==> src/rtl/assert_macros.svh <==
// assertion helpers shared by the rtl
`ifndef ASSERT_MACROS_SVH
`define ASSERT_MACROS_SVH

// same-cycle implication, checked out of reset
`define ASSERT_NOW(label, clk, rst_n, ante, cons, msg) \
    label: assert property (@(posedge clk) disable iff (!rst_n) (ante) |-> (cons)) \
        else $error(msg);

// next-cycle implication, checked out of reset
`define ASSERT_NEXT(label, clk, rst_n, ante, cons, msg) \
    label: assert property (@(posedge clk) disable iff (!rst_n) (ante) |=> (cons)) \
        else $error(msg);

`endif

==> src/rtl/sadc_pkg.sv <==
package sadc_pkg;

    localparam int BIT_COUNT_DEF = 16;

    localparam int CFG_IDX_W  = 3;
    localparam int CFG_DATA_W = 16;
    localparam int SHIFT_W    = 16;
    localparam int GAIN_W     = 10;
    localparam int FRAME_W    = 8;

    // register indexes
    localparam logic [CFG_IDX_W-1:0] REG_PULSE_TICKS  = 3'd0;
    localparam logic [CFG_IDX_W-1:0] REG_COMMAND_WORD = 3'd1;
    localparam logic [CFG_IDX_W-1:0] REG_ADC_OFFSET   = 3'd2;
    localparam logic [CFG_IDX_W-1:0] REG_SAMPLE_GAIN  = 3'd3;
    localparam logic [CFG_IDX_W-1:0] REG_FRAME_LENGTH = 3'd4;

    // reset values
    localparam logic [SHIFT_W-1:0] RST_PULSE_TICKS  = 16'd300;
    localparam logic [SHIFT_W-1:0] RST_COMMAND_WORD = 16'h8000;
    localparam logic [SHIFT_W-1:0] RST_ADC_OFFSET   = 16'd512;
    localparam logic [GAIN_W-1:0]  RST_SAMPLE_GAIN  = 10'd50;
    localparam logic [FRAME_W-1:0] RST_FRAME_LENGTH = 8'd200;

    typedef struct packed {
        logic [SHIFT_W-1:0] pulse_ticks;
        logic [SHIFT_W-1:0] command_word;
        logic [SHIFT_W-1:0] adc_offset;
        logic [GAIN_W-1:0]  sample_gain;
        logic [FRAME_W-1:0] frame_length;
    } t_cfg;

    // one processed tick between sequencer and scaler
    typedef struct packed {
        logic               cs_n;
        logic               sclk;
        logic               mosi;
        logic               smp_valid;
        logic [SHIFT_W-1:0] diff;
        logic               last;
    } t_mid;

endpackage

==> src/rtl/sadc_cfg.sv <==
module sadc_cfg
    import sadc_pkg::*;
(
    input  logic                  i_clk,
    input  logic                  i_rst_n,
    input  logic                  i_cfg_we,
    input  logic [CFG_IDX_W-1:0]  i_cfg_index,
    input  logic [CFG_DATA_W-1:0] i_cfg_data,
    output t_cfg                  o_cfg
);

    t_cfg r_cfg;
    t_cfg n_cfg;

    always_comb begin
        n_cfg = r_cfg;
        if (i_cfg_we) begin
            unique case (i_cfg_index)
                REG_PULSE_TICKS:  n_cfg.pulse_ticks  = i_cfg_data;
                REG_COMMAND_WORD: n_cfg.command_word = i_cfg_data;
                REG_ADC_OFFSET:   n_cfg.adc_offset   = i_cfg_data;
                REG_SAMPLE_GAIN:  n_cfg.sample_gain  = i_cfg_data[GAIN_W-1:0];
                REG_FRAME_LENGTH: n_cfg.frame_length = i_cfg_data[FRAME_W-1:0];
                default:          n_cfg = r_cfg;
            endcase
        end
    end

    always_ff @(posedge i_clk) begin
        if (!i_rst_n) begin
            r_cfg.pulse_ticks  <= RST_PULSE_TICKS;
            r_cfg.command_word <= RST_COMMAND_WORD;
            r_cfg.adc_offset   <= RST_ADC_OFFSET;
            r_cfg.sample_gain  <= RST_SAMPLE_GAIN;
            r_cfg.frame_length <= RST_FRAME_LENGTH;
        end else begin
            r_cfg <= n_cfg;
        end
    end

    assign o_cfg = r_cfg;

endmodule

==> src/rtl/sadc_seq.sv <==
`include "assert_macros.svh"

module sadc_seq
    import sadc_pkg::*;
#(
    parameter int BIT_COUNT = BIT_COUNT_DEF
) (
    input  logic i_clk,
    input  logic i_rst_n,
    input  t_cfg i_cfg,
    input  logic i_tick_valid,
    input  logic i_miso,
    input  logic i_req,
    output logic o_tick_ready,
    output logic o_mid_valid,
    output t_mid o_mid,
    input  logic i_mid_ready
);

    localparam int IDX_W = (BIT_COUNT > 1) ? $clog2(BIT_COUNT) : 1;
    localparam logic [IDX_W-1:0] LAST_IDX = IDX_W'(BIT_COUNT - 1);

    typedef enum logic [2:0] {
        S_IDLE,
        S_START_LO,
        S_START_HI,
        S_BIT_LO,
        S_BIT_HI
    } t_phase;

    t_phase               r_phase, n_phase;
    logic [SHIFT_W-1:0]   r_delay, n_delay;
    logic [IDX_W-1:0]     r_bit_idx, n_bit_idx;
    logic [SHIFT_W-1:0]   r_cmd, n_cmd;
    logic [SHIFT_W-1:0]   r_data, n_data;
    logic [FRAME_W-1:0]   r_pos, n_pos;
    logic                 r_cs_n, n_cs_n;
    logic                 r_sclk, n_sclk;
    logic                 r_mosi, n_mosi;
    logic                 r_smp_valid, n_smp_valid;
    logic [SHIFT_W-1:0]   r_diff, n_diff;
    logic                 r_last, n_last;
    logic                 r_mid_valid;
    logic [FRAME_W-1:0]   pos_inc;
    logic                 advance;

    assign o_tick_ready = !r_mid_valid || i_mid_ready;
    assign advance      = i_tick_valid && o_tick_ready;
    assign pos_inc      = r_pos + 1'b1;

    always_comb begin
        n_phase     = r_phase;
        n_delay     = r_delay;
        n_bit_idx   = r_bit_idx;
        n_cmd       = r_cmd;
        n_data      = r_data;
        n_pos       = r_pos;
        n_cs_n      = r_cs_n;
        n_sclk      = r_sclk;
        n_mosi      = r_mosi;
        n_smp_valid = 1'b0;
        n_diff      = '0;
        n_last      = 1'b0;
        if (r_phase == S_IDLE) begin
            if (i_req) begin
                n_cs_n    = 1'b0;
                n_sclk    = 1'b0;
                n_mosi    = 1'b1;
                n_cmd     = i_cfg.command_word;
                n_data    = '0;
                n_bit_idx = '0;
                n_delay   = i_cfg.pulse_ticks;
                n_phase   = S_START_LO;
            end
        end else if (r_delay != '0) begin
            n_delay = r_delay - 1'b1;
        end else begin
            unique case (r_phase)
                S_START_LO, S_BIT_LO: begin
                    n_sclk  = 1'b1;
                    n_delay = i_cfg.pulse_ticks;
                    n_phase = (r_phase == S_START_LO) ? S_START_HI : S_BIT_HI;
                end
                S_START_HI: begin
                    n_sclk  = 1'b0;
                    n_mosi  = r_cmd[SHIFT_W-1];
                    n_cmd   = {r_cmd[SHIFT_W-2:0], 1'b0};
                    n_delay = i_cfg.pulse_ticks;
                    n_phase = S_BIT_LO;
                end
                S_BIT_HI: begin
                    n_sclk = 1'b0;
                    n_data = {r_data[SHIFT_W-2:0], i_miso};
                    if (r_bit_idx == LAST_IDX) begin
                        n_cs_n      = 1'b1;
                        n_phase     = S_IDLE;
                        n_bit_idx   = '0;
                        n_smp_valid = 1'b1;
                        n_diff      = n_data - i_cfg.adc_offset;
                        if (pos_inc == i_cfg.frame_length) begin
                            n_last = 1'b1;
                            n_pos  = '0;
                        end else begin
                            n_pos = pos_inc;
                        end
                    end else begin
                        n_bit_idx = r_bit_idx + 1'b1;
                        n_mosi    = r_cmd[SHIFT_W-1];
                        n_cmd     = {r_cmd[SHIFT_W-2:0], 1'b0};
                        n_delay   = i_cfg.pulse_ticks;
                        n_phase   = S_BIT_LO;
                    end
                end
                default: n_phase = S_IDLE;
            endcase
        end
    end

    always_ff @(posedge i_clk) begin
        if (!i_rst_n) begin
            r_phase     <= S_IDLE;
            r_delay     <= '0;
            r_bit_idx   <= '0;
            r_cmd       <= '0;
            r_data      <= '0;
            r_pos       <= '0;
            r_cs_n      <= 1'b1;
            r_sclk      <= 1'b0;
            r_mosi      <= 1'b0;
            r_smp_valid <= 1'b0;
            r_diff      <= '0;
            r_last      <= 1'b0;
            r_mid_valid <= 1'b0;
        end else begin
            if (o_tick_ready) begin
                r_mid_valid <= i_tick_valid;
            end
            if (advance) begin
                r_phase     <= n_phase;
                r_delay     <= n_delay;
                r_bit_idx   <= n_bit_idx;
                r_cmd       <= n_cmd;
                r_data      <= n_data;
                r_pos       <= n_pos;
                r_cs_n      <= n_cs_n;
                r_sclk      <= n_sclk;
                r_mosi      <= n_mosi;
                r_smp_valid <= n_smp_valid;
                r_diff      <= n_diff;
                r_last      <= n_last;
            end
        end
    end

    assign o_mid_valid    = r_mid_valid;
    assign o_mid.cs_n      = r_cs_n;
    assign o_mid.sclk      = r_sclk;
    assign o_mid.mosi      = r_mosi;
    assign o_mid.smp_valid = r_smp_valid;
    assign o_mid.diff      = r_diff;
    assign o_mid.last      = r_last;

    // chip select is released exactly while idle
    `ASSERT_NOW(a_cs_idle, i_clk, i_rst_n, 1'b1, (r_phase == S_IDLE) == r_cs_n,
        "chip select out of step with phase")
    // a sample only comes out on the tick that ends a conversion
    `ASSERT_NOW(a_smp_cs, i_clk, i_rst_n, r_smp_valid, r_cs_n && !r_sclk,
        "sample flagged with bus still active")
    // the sequencer only moves on an accepted tick
    `ASSERT_NEXT(a_hold, i_clk, i_rst_n, !advance, $stable(r_phase) && $stable(r_delay),
        "sequencer moved without a tick")

endmodule

==> src/rtl/sadc_scale.sv <==
`include "assert_macros.svh"

module sadc_scale
    import sadc_pkg::*;
(
    input  logic                      i_clk,
    input  logic                      i_rst_n,
    input  logic [GAIN_W-1:0]         i_gain,
    input  logic                      i_mid_valid,
    input  t_mid                      i_mid,
    output logic                      o_mid_ready,
    output logic                      o_valid,
    input  logic                      i_ready,
    output logic                      o_cs_n,
    output logic                      o_sclk,
    output logic                      o_mosi,
    output logic                      o_smp_valid,
    output logic signed [SHIFT_W-1:0] o_value,
    output logic                      o_last
);

    logic                       r_out_valid;
    logic                       r_cs_n, r_sclk, r_mosi, r_smp_valid, r_last;
    logic [SHIFT_W-1:0]         r_value;
    logic [GAIN_W+SHIFT_W-1:0]  product;

    assign o_mid_ready = !r_out_valid || i_ready;
    assign product     = i_gain * i_mid.diff;

    always_ff @(posedge i_clk) begin
        if (!i_rst_n) begin
            r_out_valid <= 1'b0;
        end else if (o_mid_ready) begin
            r_out_valid <= i_mid_valid;
        end
    end

    always_ff @(posedge i_clk) begin
        if (i_mid_valid && o_mid_ready) begin
            r_cs_n      <= i_mid.cs_n;
            r_sclk      <= i_mid.sclk;
            r_mosi      <= i_mid.mosi;
            r_smp_valid <= i_mid.smp_valid;
            r_value     <= i_mid.smp_valid ? product[SHIFT_W-1:0] : '0;
            r_last      <= i_mid.smp_valid && i_mid.last;
        end
    end

    assign o_valid     = r_out_valid;
    assign o_cs_n      = r_cs_n;
    assign o_sclk      = r_sclk;
    assign o_mosi      = r_mosi;
    assign o_smp_valid = r_smp_valid;
    assign o_value     = r_value;
    assign o_last      = r_last;

    `ASSERT_NOW(a_last_smp, i_clk, i_rst_n, r_out_valid && r_last, r_smp_valid,
        "frame end marked without a sample")

endmodule

==> src/rtl/spi_adc_sampler.sv <==
// spi_adc_sampler: bit-banged spi master for a serial adc. every input word is one
// tick of the pin sequencer and produces exactly one output word with the pin levels
// after that tick (chip select, sclk, mosi) and, on the tick that ends a conversion,
// the scaled sample gain*(raw-offset) modulo 2^16 plus a last-of-frame flag. a high
// sample request while idle starts a conversion: start bit, then BIT_COUNT data bits
// with the command word out msb first and miso shifted in on each falling sclk edge;
// every pin action but the last (cs release) is followed by pulse_ticks wait ticks; one
// tick is taken per clock unless the output stalls. a word passes three registers
// (input, sequencer, scaling multiplier); the ready path runs back through all three.
// the user must write registers via the plain write port only while idle (unchecked).
module spi_adc_sampler
    import sadc_pkg::*;
#(
    parameter int BIT_COUNT = BIT_COUNT_DEF
) (
    input  logic                      i_clk,
    input  logic                      i_rst_n,
    // configuration write port
    input  logic                      i_cfg_we,
    input  logic [CFG_IDX_W-1:0]      i_cfg_index,
    input  logic [CFG_DATA_W-1:0]     i_cfg_data,
    // tick input
    input  logic                      i_valid,
    output logic                      o_ready,
    input  logic                      i_miso_bit,
    input  logic                      i_sample_request,
    // result output
    output logic                      o_valid,
    input  logic                      i_ready,
    output logic                      o_chip_select_n,
    output logic                      o_serial_clock,
    output logic                      o_mosi_bit,
    output logic                      o_sample_valid,
    output logic signed [SHIFT_W-1:0] o_sample_value,
    output logic                      o_frame_last
);

    t_cfg cfg;

    // input register
    logic r_in_valid;
    logic r_in_miso;
    logic r_in_req;
    logic seq_ready;

    // sequencer to scaler
    logic mid_valid;
    t_mid mid;
    logic mid_ready;

    sadc_cfg u_cfg (
        .i_clk       (i_clk),
        .i_rst_n     (i_rst_n),
        .i_cfg_we    (i_cfg_we),
        .i_cfg_index (i_cfg_index),
        .i_cfg_data  (i_cfg_data),
        .o_cfg       (cfg)
    );

    // input stage takes a new word whenever its slot empties this cycle
    assign o_ready = !r_in_valid || seq_ready;

    always_ff @(posedge i_clk) begin
        if (!i_rst_n) begin
            r_in_valid <= 1'b0;
        end else if (o_ready) begin
            r_in_valid <= i_valid;
        end
    end

    // payload needs no reset
    always_ff @(posedge i_clk) begin
        if (i_valid && o_ready) begin
            r_in_miso <= i_miso_bit;
            r_in_req  <= i_sample_request;
        end
    end

    // pin sequencer, one tick per accepted word
    sadc_seq #(
        .BIT_COUNT (BIT_COUNT)
    ) u_seq (
        .i_clk        (i_clk),
        .i_rst_n      (i_rst_n),
        .i_cfg        (cfg),
        .i_tick_valid (r_in_valid),
        .i_miso       (r_in_miso),
        .i_req        (r_in_req),
        .o_tick_ready (seq_ready),
        .o_mid_valid  (mid_valid),
        .o_mid        (mid),
        .i_mid_ready  (mid_ready)
    );

    // gain multiply into the output register
    sadc_scale u_scale (
        .i_clk       (i_clk),
        .i_rst_n     (i_rst_n),
        .i_gain      (cfg.sample_gain),
        .i_mid_valid (mid_valid),
        .i_mid       (mid),
        .o_mid_ready (mid_ready),
        .o_valid     (o_valid),
        .i_ready     (i_ready),
        .o_cs_n      (o_chip_select_n),
        .o_sclk      (o_serial_clock),
        .o_mosi      (o_mosi_bit),
        .o_smp_valid (o_sample_valid),
        .o_value     (o_sample_value),
        .o_last      (o_frame_last)
    );

endmodule
==> config.mk <==
export PLATFORM = sky130hd
export DESIGN_NAME = spi_adc_sampler
export DESIGN_NICKNAME = d
export VERILOG_FILES = /design/src/rtl/sadc_pkg.sv /design/src/rtl/sadc_cfg.sv /design/src/rtl/sadc_seq.sv /design/src/rtl/sadc_scale.sv /design/src/rtl/spi_adc_sampler.sv
export VERILOG_INCLUDE_DIRS = /design/src /design/src/rtl
export SDC_FILE = /design/constraint.sdc
export NUM_CORES = 1
export LEC_CHECK = 0
export ABC_AREA = 1
export BUFFER_PORTS_ARGS = -buffer_cell sky130_fd_sc_hd__buf_4
export CAP_MARGIN = 30
export CORE_ASPECT_RATIO = 1.5
export CORE_MARGIN = 2
export CORE_UTILIZATION = 30
export CTS_CLUSTER_DIAMETER = 80
export DETAILED_ROUTE_END_ITERATION = 7
export PLACE_DENSITY = 0.48
export SYNTH_ARGS = -nofsm -noshare
export SYNTH_HDL_FRONTEND = slang
export SYNTH_HIERARCHICAL = 1
export SYNTH_SLANG_ARGS = --single-unit
==> constraint.sdc <==
create_clock -name i_clk -period 13.08 [get_ports i_clk]
set_input_delay 0 -clock i_clk [delete_from_list [all_inputs] [get_ports i_clk]]
set_output_delay 0 -clock i_clk [all_outputs]
set_load 0.01 [all_outputs]
# After elaboration in Yosys (flattened, before gate mapping)
# Cells that the tools add are included.
dict set report word_totals {
  inputBits 26
  register_bits 175
}
dict set report op_classes {
  n_bitwise 2
  mul 1
  n_addsub 4
  reduce_logical 33
  eq_ne 14
  muxes 52
}
# cell n
set ops {}
lappend ops {{two-way mux 16 bit} 12}
lappend ops {{one-hot mux 16 bit (2 select lines)} 2}
lappend ops {{two-way mux 15 bit} 4}
lappend ops {{two-way mux 1 bit} 20}
lappend ops {{two-way mux 4 bit} 5}
lappend ops {{multiplier 10 x 16 -> 16 bit} 1}
lappend ops {{nonzero test 16 bit} 1}
lappend ops {{subtractor 16 x 1 -> 16 bit, second input constant} 1}
lappend ops {{subtractor 16 bit} 1}
lappend ops {{AND reduction 5 bit} 3}
lappend ops {{== test 3 x 2 -> 1 bit, second input constant} 4}
lappend ops {{two-way mux 3 bit} 4}
lappend ops {{AND reduction 4 bit} 3}
lappend ops {{AND reduction 2 bit} 5}
lappend ops {{one-hot mux 3 bit (3 select lines)} 1}
lappend ops {{adder 8 x 1 -> 8 bit, second input constant} 1}
lappend ops {{== test 8 bit} 1}
lappend ops {{two-way mux 8 bit} 1}
lappend ops {{== test 3 x 1 -> 1 bit, second input constant} 2}
lappend ops {{== test 3 bit, second input constant} 2}
lappend ops {{zero test 3 bit} 2}
lappend ops {{nonzero test 3 bit} 2}
lappend ops {{adder 4 x 1 -> 4 bit, second input constant} 1}
lappend ops {{== test 4 bit, second input constant} 1}
lappend ops {{other kinds (15)} 26}

# Depth between registers and ports, before layout
dict set report logic_depth {
  ltp_word 7
  mapped_depth 24
  depth_no_buf 23
}

# By module
# The synthesis kept the hierarchy.
# module cells_per_inst n_inst area_per_inst_um2
set modules_own_cells {}
lappend modules_own_cells {sadc_seq 758 1 5159.9}
lappend modules_own_cells {sadc_scale 576 1 4264.1}
lappend modules_own_cells {sadc_cfg 378 1 2687.6}
lappend modules_own_cells {spi_adc_sampler 9 1 111.4}

# Worst setup path before layout
# Ideal clock, no wire load.
dict set report synth_path {
  path_kind {reg-to-reg}
  start {register u_cfg.r_cfg (netlist bit u_cfg/o_cfg[11])}
  end {register u_scale.r_value[15] (netlist: u_scale/o_value[15]) (data pin)}
  stages_incl_launch_ff 20
  period_less_slack_ns 4.703
  slack_ns 8.377
  setup_time_ns 0.255
  arrival_time_ns 4.448
  cell_sequence {dfxtp_1 clkbuf_1 nand2_1 fa_1 inv_1 fa_1 inv_1 fa_1 inv_1 fa_1 fa_1 ha_1 a21oi_1 nor2_1 o21ai_0 o211ai_1 nor2_1 nand3_1 nand2_1 nor2_1}
}
dict set report synth_via {
  elab_chain_len 1
}
# item line_no
set synth_lines {}
lappend synth_lines {{start, declared} sadc_cfg.sv:12} ;# t_cfg r_cfg;
lappend synth_lines {{start signal, assigned} sadc_cfg.sv:37} ;# r_cfg <= n_cfg;
lappend synth_lines {{multiplier 10 x 16 -> 16 bit} sadc_scale.sv:28} ;# assign product = i_gain * i_mid.diff;
lappend synth_lines {{end signal, assigned} sadc_scale.sv:44} ;# r_value <= i_mid.smp_valid ? product[SHIFT_W-1:0] : '0;
lappend synth_lines {{end, declared} sadc_scale.sv:24} ;# logic [SHIFT_W-1:0] r_value;
# No other way between the ends.
# A chain may end at the register's enable or synchronous reset.

# Worst setup path after layout
dict set report layout_path {
  start {register u_cfg.r_cfg (netlist bit u_cfg/o_cfg[9])}
  end {register u_scale.r_value[13] (netlist: u_scale/o_value[13]) (data pin)}
}
# The elaborated chain is that of the path after synthesis.

==> reports/qor.json <==
{
  "clocking": {
    "postCtsSetupRepairBufs": 0,
    "cts.htree.levels": 4,
    "cts_hold_buffers": 22,
    "clkTransAtPathRegs_ns": 0.07,
    "clk_root_buffer_cell": "sky130_fd_sc_hd__clkbuf_16",
    "cts.sinks": 175,
    "clkLatencyLatePin_ns": 0.45,
    "cts.repair.resized": 0,
    "tritoncts": "yes",
    "tritoncts.num_buffers": 17,
    "cts_buffer_depth": 2
  },
  "run": {
    "maxCapViolations": 0
  },
  "placement": {
    "routabilityCongestion": 0.8670,
    "hpwl_microns": 25160,
    "port-buffer-count": 48
  },
  "floorplanning": {
    "design.core.area_sq_um": 40200,
    "num_rows": 90,
    "die_h_microns": 251.2,
    "die_width_microns": 168.8,
    "fp.dieArea_sq_um": 42410,
    "num_io_pins": 49,
    "initial_utilization_pct": 30.40
  },
  "yosys": {
    "synth.area.mux_share_pct": 1.228,
    "netlist_instances": 1721,
    "synth_enable_flop_cells": 23,
    "synth_compound_gate_area_share_pct": 8.425,
    "synth-simple-area-share_pct": 30.36,
    "yosys.cell_types.count": 45,
    "synth-main-ff-cell": "sky130_fd_sc_hd__dfxtp_1",
    "syn-cell-area_sq_um": 12220,
    "yosys.area_share.adder_pct": 16.64,
    "yosys_warnings": 6,
    "synthesis.nets": 1867,
    "synth_top_family_by_area": "simple AND/OR/NAND/NOR gates",
    "synth_seq_cells": 175,
    "synth_seq_area_share_pct": 30.55,
    "postSynthAreaPerCell_sq_um": 7.102,
    "synth-async-reset-ratio_pct": 0,
    "synthXorXnorAreaFrac_pct": 1.003
  },
  "timing": {
    "final-hold-violation-count": 0,
    "timing.final.setup_violations": 0,
    "timing.final.crit_share_pct": 38.77,
    "fin_hold_ws_ns": 0.03881,
    "timing.max_slew.rel_slack_pct": 36.66,
    "worst_pin_slew_ns": 0.9501,
    "unrepaired_setup_endpoints_after_global_routing": "false",
    "achievable-frequency_mhz": 197.2,
    "crit_path_time_final_ns": 5.071,
    "setup_tns_ns": 0,
    "slew_violations": 0,
    "timing.clock.skew_ns": 0.01400
  },
  "setup_path": {
    "critPathCaptureType": "register",
    "cp_data_required_time_ns": 13.37,
    "critical_path.startpoint_type": "register",
    "timing.critical_path.fanout_max": 16,
    "timing.setup.critical_path_class": "register to register",
    "worst_ep_arrival_time_ns": 5.37
  },
  "grt": {
    "global_route.overflow_total": 0,
    "all_layer_global_routing_usage_pct": 16.11,
    "grt_first_pass_wirelength_microns": 54340,
    "number_of_antenna_violations_at_the_first_check_in_global_routing": 0,
    "first_global_vias": 10560,
    "grt_start_max_net_pins": 94
  },
  "power_and_ir_drop": {
    "peakVddDrop_uv": 95.49,
    "total_power_per_unit_cell_area_nw_per_um2": 94.25,
    "cellLeakagePower_uw": 0.006651,
    "fin_total_pwr_uw": 1287
  },
  "layout": {
    "proportion_of_layout_cells_with_a_drive_suffix_above_1_pct": 7.898,
    "most-common-layout-cells": "sky130_fd_sc_hd__nand2_1 (469), sky130_fd_sc_hd__inv_1 (261), sky130_fd_sc_hd__nor2_1 (190), sky130_fd_sc_hd__dfxtp_1 (152), sky130_fd_sc_hd__nand3_1 (138)",
    "syn2layout_area_growth_pct": 11.74,
    "diodes": 0,
    "final_net_count": 1893,
    "mostFrequentLayoutCell": "sky130_fd_sc_hd__nand2_1"
  },
  "route": {
    "top_layer_used": "met4",
    "drt_iter0_drc": 502,
    "drt-met1-wl_microns": 14070,
    "met3RoutedLength_microns": 766,
    "detailedRoute.firstPassIterationCount": 5,
    "avgRoutedWirePerCell_microns": 14.54,
    "route.detailed.drc": 0,
    "drt-vias-per-instance": 4.680,
    "routed-via-count": 10610,
    "ant_nets": 0,
    "drt_wl_total_microns": 32950,
    "met2WireLength_microns": 17430
  },
  "outcome": {
    "result_of_the_run": "finished clean"
  },
  "hold_path": {
    "hold_path_class": "primary input to register"
  }
}
==> per-stage QoR <==
stage	instances	instance area, sq um	utilization (%)	setup WS [ns]
2_1_floorplan	1721	12220	-	8.377
3_5_place_dp	2212	12830	31.93	8.001
6_report	2266	13660	33.97	8.009
5_1_grt	2266	13660	33.97	7.658
3_3_place_gp	2212	12830	31.93	8.054
4_1_cts	2266	13660	33.97	7.983
==> routing by layer <==
layer  track usage, %  vias to the layer above
li1                 -                     5416
met4            4.680                        0
met2            30.25                      148
met3            2.251                       42
met1            18.82                     4999
met5                0                        -
==> state kept, by name (all words and copies together), names as in the netlist, 3 cells and up <==
register,count
u_seq/r_delay,16
u_cfg/o_cfg,66
u_seq/r_phase,3
u_seq/r_pos,8
u_seq/r_cmd,16
u_scale/o_value,16
u_seq/r_diff,16
u_seq/r_bit_idx,4
u_seq/r_data,15
==> cell usage after synthesis, types with 4 or more instances <==
| master | instances | area, sq um |
|---|---|---|
| sky130_fd_sc_hd__a21o_1 | 4 | 30.03 |
| sky130_fd_sc_hd__a21oi_1 | 119 | 595.6 |
| sky130_fd_sc_hd__buf_1 | 5 | 18.77 |
| sky130_fd_sc_hd__buf_2 | 12 | 60.06 |
| sky130_fd_sc_hd__buf_4 | 10 | 75.07 |
| sky130_fd_sc_hd__buf_6 | 15 | 168.9 |
| sky130_fd_sc_hd__clkbuf_1 | 24 | 90.09 |
| sky130_fd_sc_hd__dfxtp_1 | 152 | 3043 |
| sky130_fd_sc_hd__edfxtp_1 | 23 | 690.7 |
| sky130_fd_sc_hd__fa_1 | 71 | 1421 |
| sky130_fd_sc_hd__ha_1 | 49 | 613.1 |
| sky130_fd_sc_hd__inv_1 | 261 | 979.7 |
| sky130_fd_sc_hd__inv_2 | 11 | 41.29 |
| sky130_fd_sc_hd__mux2i_1 | 15 | 150.1 |
| sky130_fd_sc_hd__nand2_1 | 469 | 1760 |
| sky130_fd_sc_hd__nand2_2 | 11 | 68.82 |
| sky130_fd_sc_hd__nand3_1 | 138 | 690.7 |
| sky130_fd_sc_hd__nand3b_1 | 7 | 52.55 |
| sky130_fd_sc_hd__nand4_1 | 8 | 50.05 |
| sky130_fd_sc_hd__nor2_1 | 190 | 713.2 |
| sky130_fd_sc_hd__nor2_2 | 8 | 50.05 |
| sky130_fd_sc_hd__nor2_4 | 9 | 101.4 |
| sky130_fd_sc_hd__nor3_1 | 7 | 35.03 |
| sky130_fd_sc_hd__o211ai_1 | 5 | 37.54 |
| sky130_fd_sc_hd__o21ai_0 | 41 | 205.2 |
| sky130_fd_sc_hd__o21ai_1 | 15 | 75.07 |
| sky130_fd_sc_hd__o21bai_1 | 4 | 30.03 |
| sky130_fd_sc_hd__or2_2 | 4 | 25.02 |
| sky130_fd_sc_hd__xnor2_1 | 5 | 43.79 |
| sky130_fd_sc_hd__xor2_1 | 9 | 78.83 |
==> kinds of logic after synthesis <==
family | count (synthesis)
AND/OR/NAND/NOR | 862
multiplexers | 15
XOR/XNOR | 14
AO/OA/AOI/OAI | 195
adder cells (fa/ha/maj) | 120
flip-flops | 175
buffers and inverters | 340
==> final timing paths <==
kind	start	cells after the start	slack, ns	end
max reg2reg	u_cfg/o_cfg[9]	18	8.01	u_scale/o_value[13]
min reg2reg	u_seq/r_mosi	0	0.44	u_scale/o_mosi
max	u_cfg/o_cfg[9]	18	8.01	u_scale/o_value[13]
min	i_cfg_index[1]	5	0.04	u_cfg/o_cfg[45]
==> power breakdown <==
| part | switching, uW | internal [uW] | total, uW |
|---|---|---|---|
| sequential | 16.3 | 562 | 579 |
| clock | 242 | 294 | 536 |
| combinational | 114 | 58.6 | 172 |
| total | 372 | 915 | 1290 |
==> critical path, stage by stage (launching register included) <==
cell and delay (ns):
sky130_fd_sc_hd__dfxtp_1 0.70, sky130_fd_sc_hd__nand2_1 0.14, sky130_fd_sc_hd__fa_1 0.51, sky130_fd_sc_hd__inv_1 0.05, sky130_fd_sc_hd__fa_1 0.52, sky130_fd_sc_hd__fa_1 0.44, sky130_fd_sc_hd__fa_1 0.55, sky130_fd_sc_hd__inv_1 0.05
sky130_fd_sc_hd__fa_1 0.52, sky130_fd_sc_hd__inv_1 0.04, sky130_fd_sc_hd__ha_1 0.35, sky130_fd_sc_hd__nand2_1 0.09, sky130_fd_sc_hd__nor2_1 0.24, sky130_fd_sc_hd__nand3_1 0.18, sky130_fd_sc_hd__nand3_1 0.16, sky130_fd_sc_hd__nand2_1 0.07
sky130_fd_sc_hd__nand2_1 0.07, sky130_fd_sc_hd__o21ai_0 0.07, sky130_fd_sc_hd__a21oi_1 0.15
==> final cells by class <==
type | instances | area, sq um
Clock buffer | 18 | 439.2
Clock inverter | 14 | 163.9
Fill cell | 4369 | 26540
Inverter | 274 | 1028
Multi-Input combinational cell | 1206 | 7057
Sequential cell | 175 | 3734
Tap cell | 506 | 633.1
Timing Repair Buffer | 73 | 603.1
Note: power is estimated with default switching activity, not from simulation.
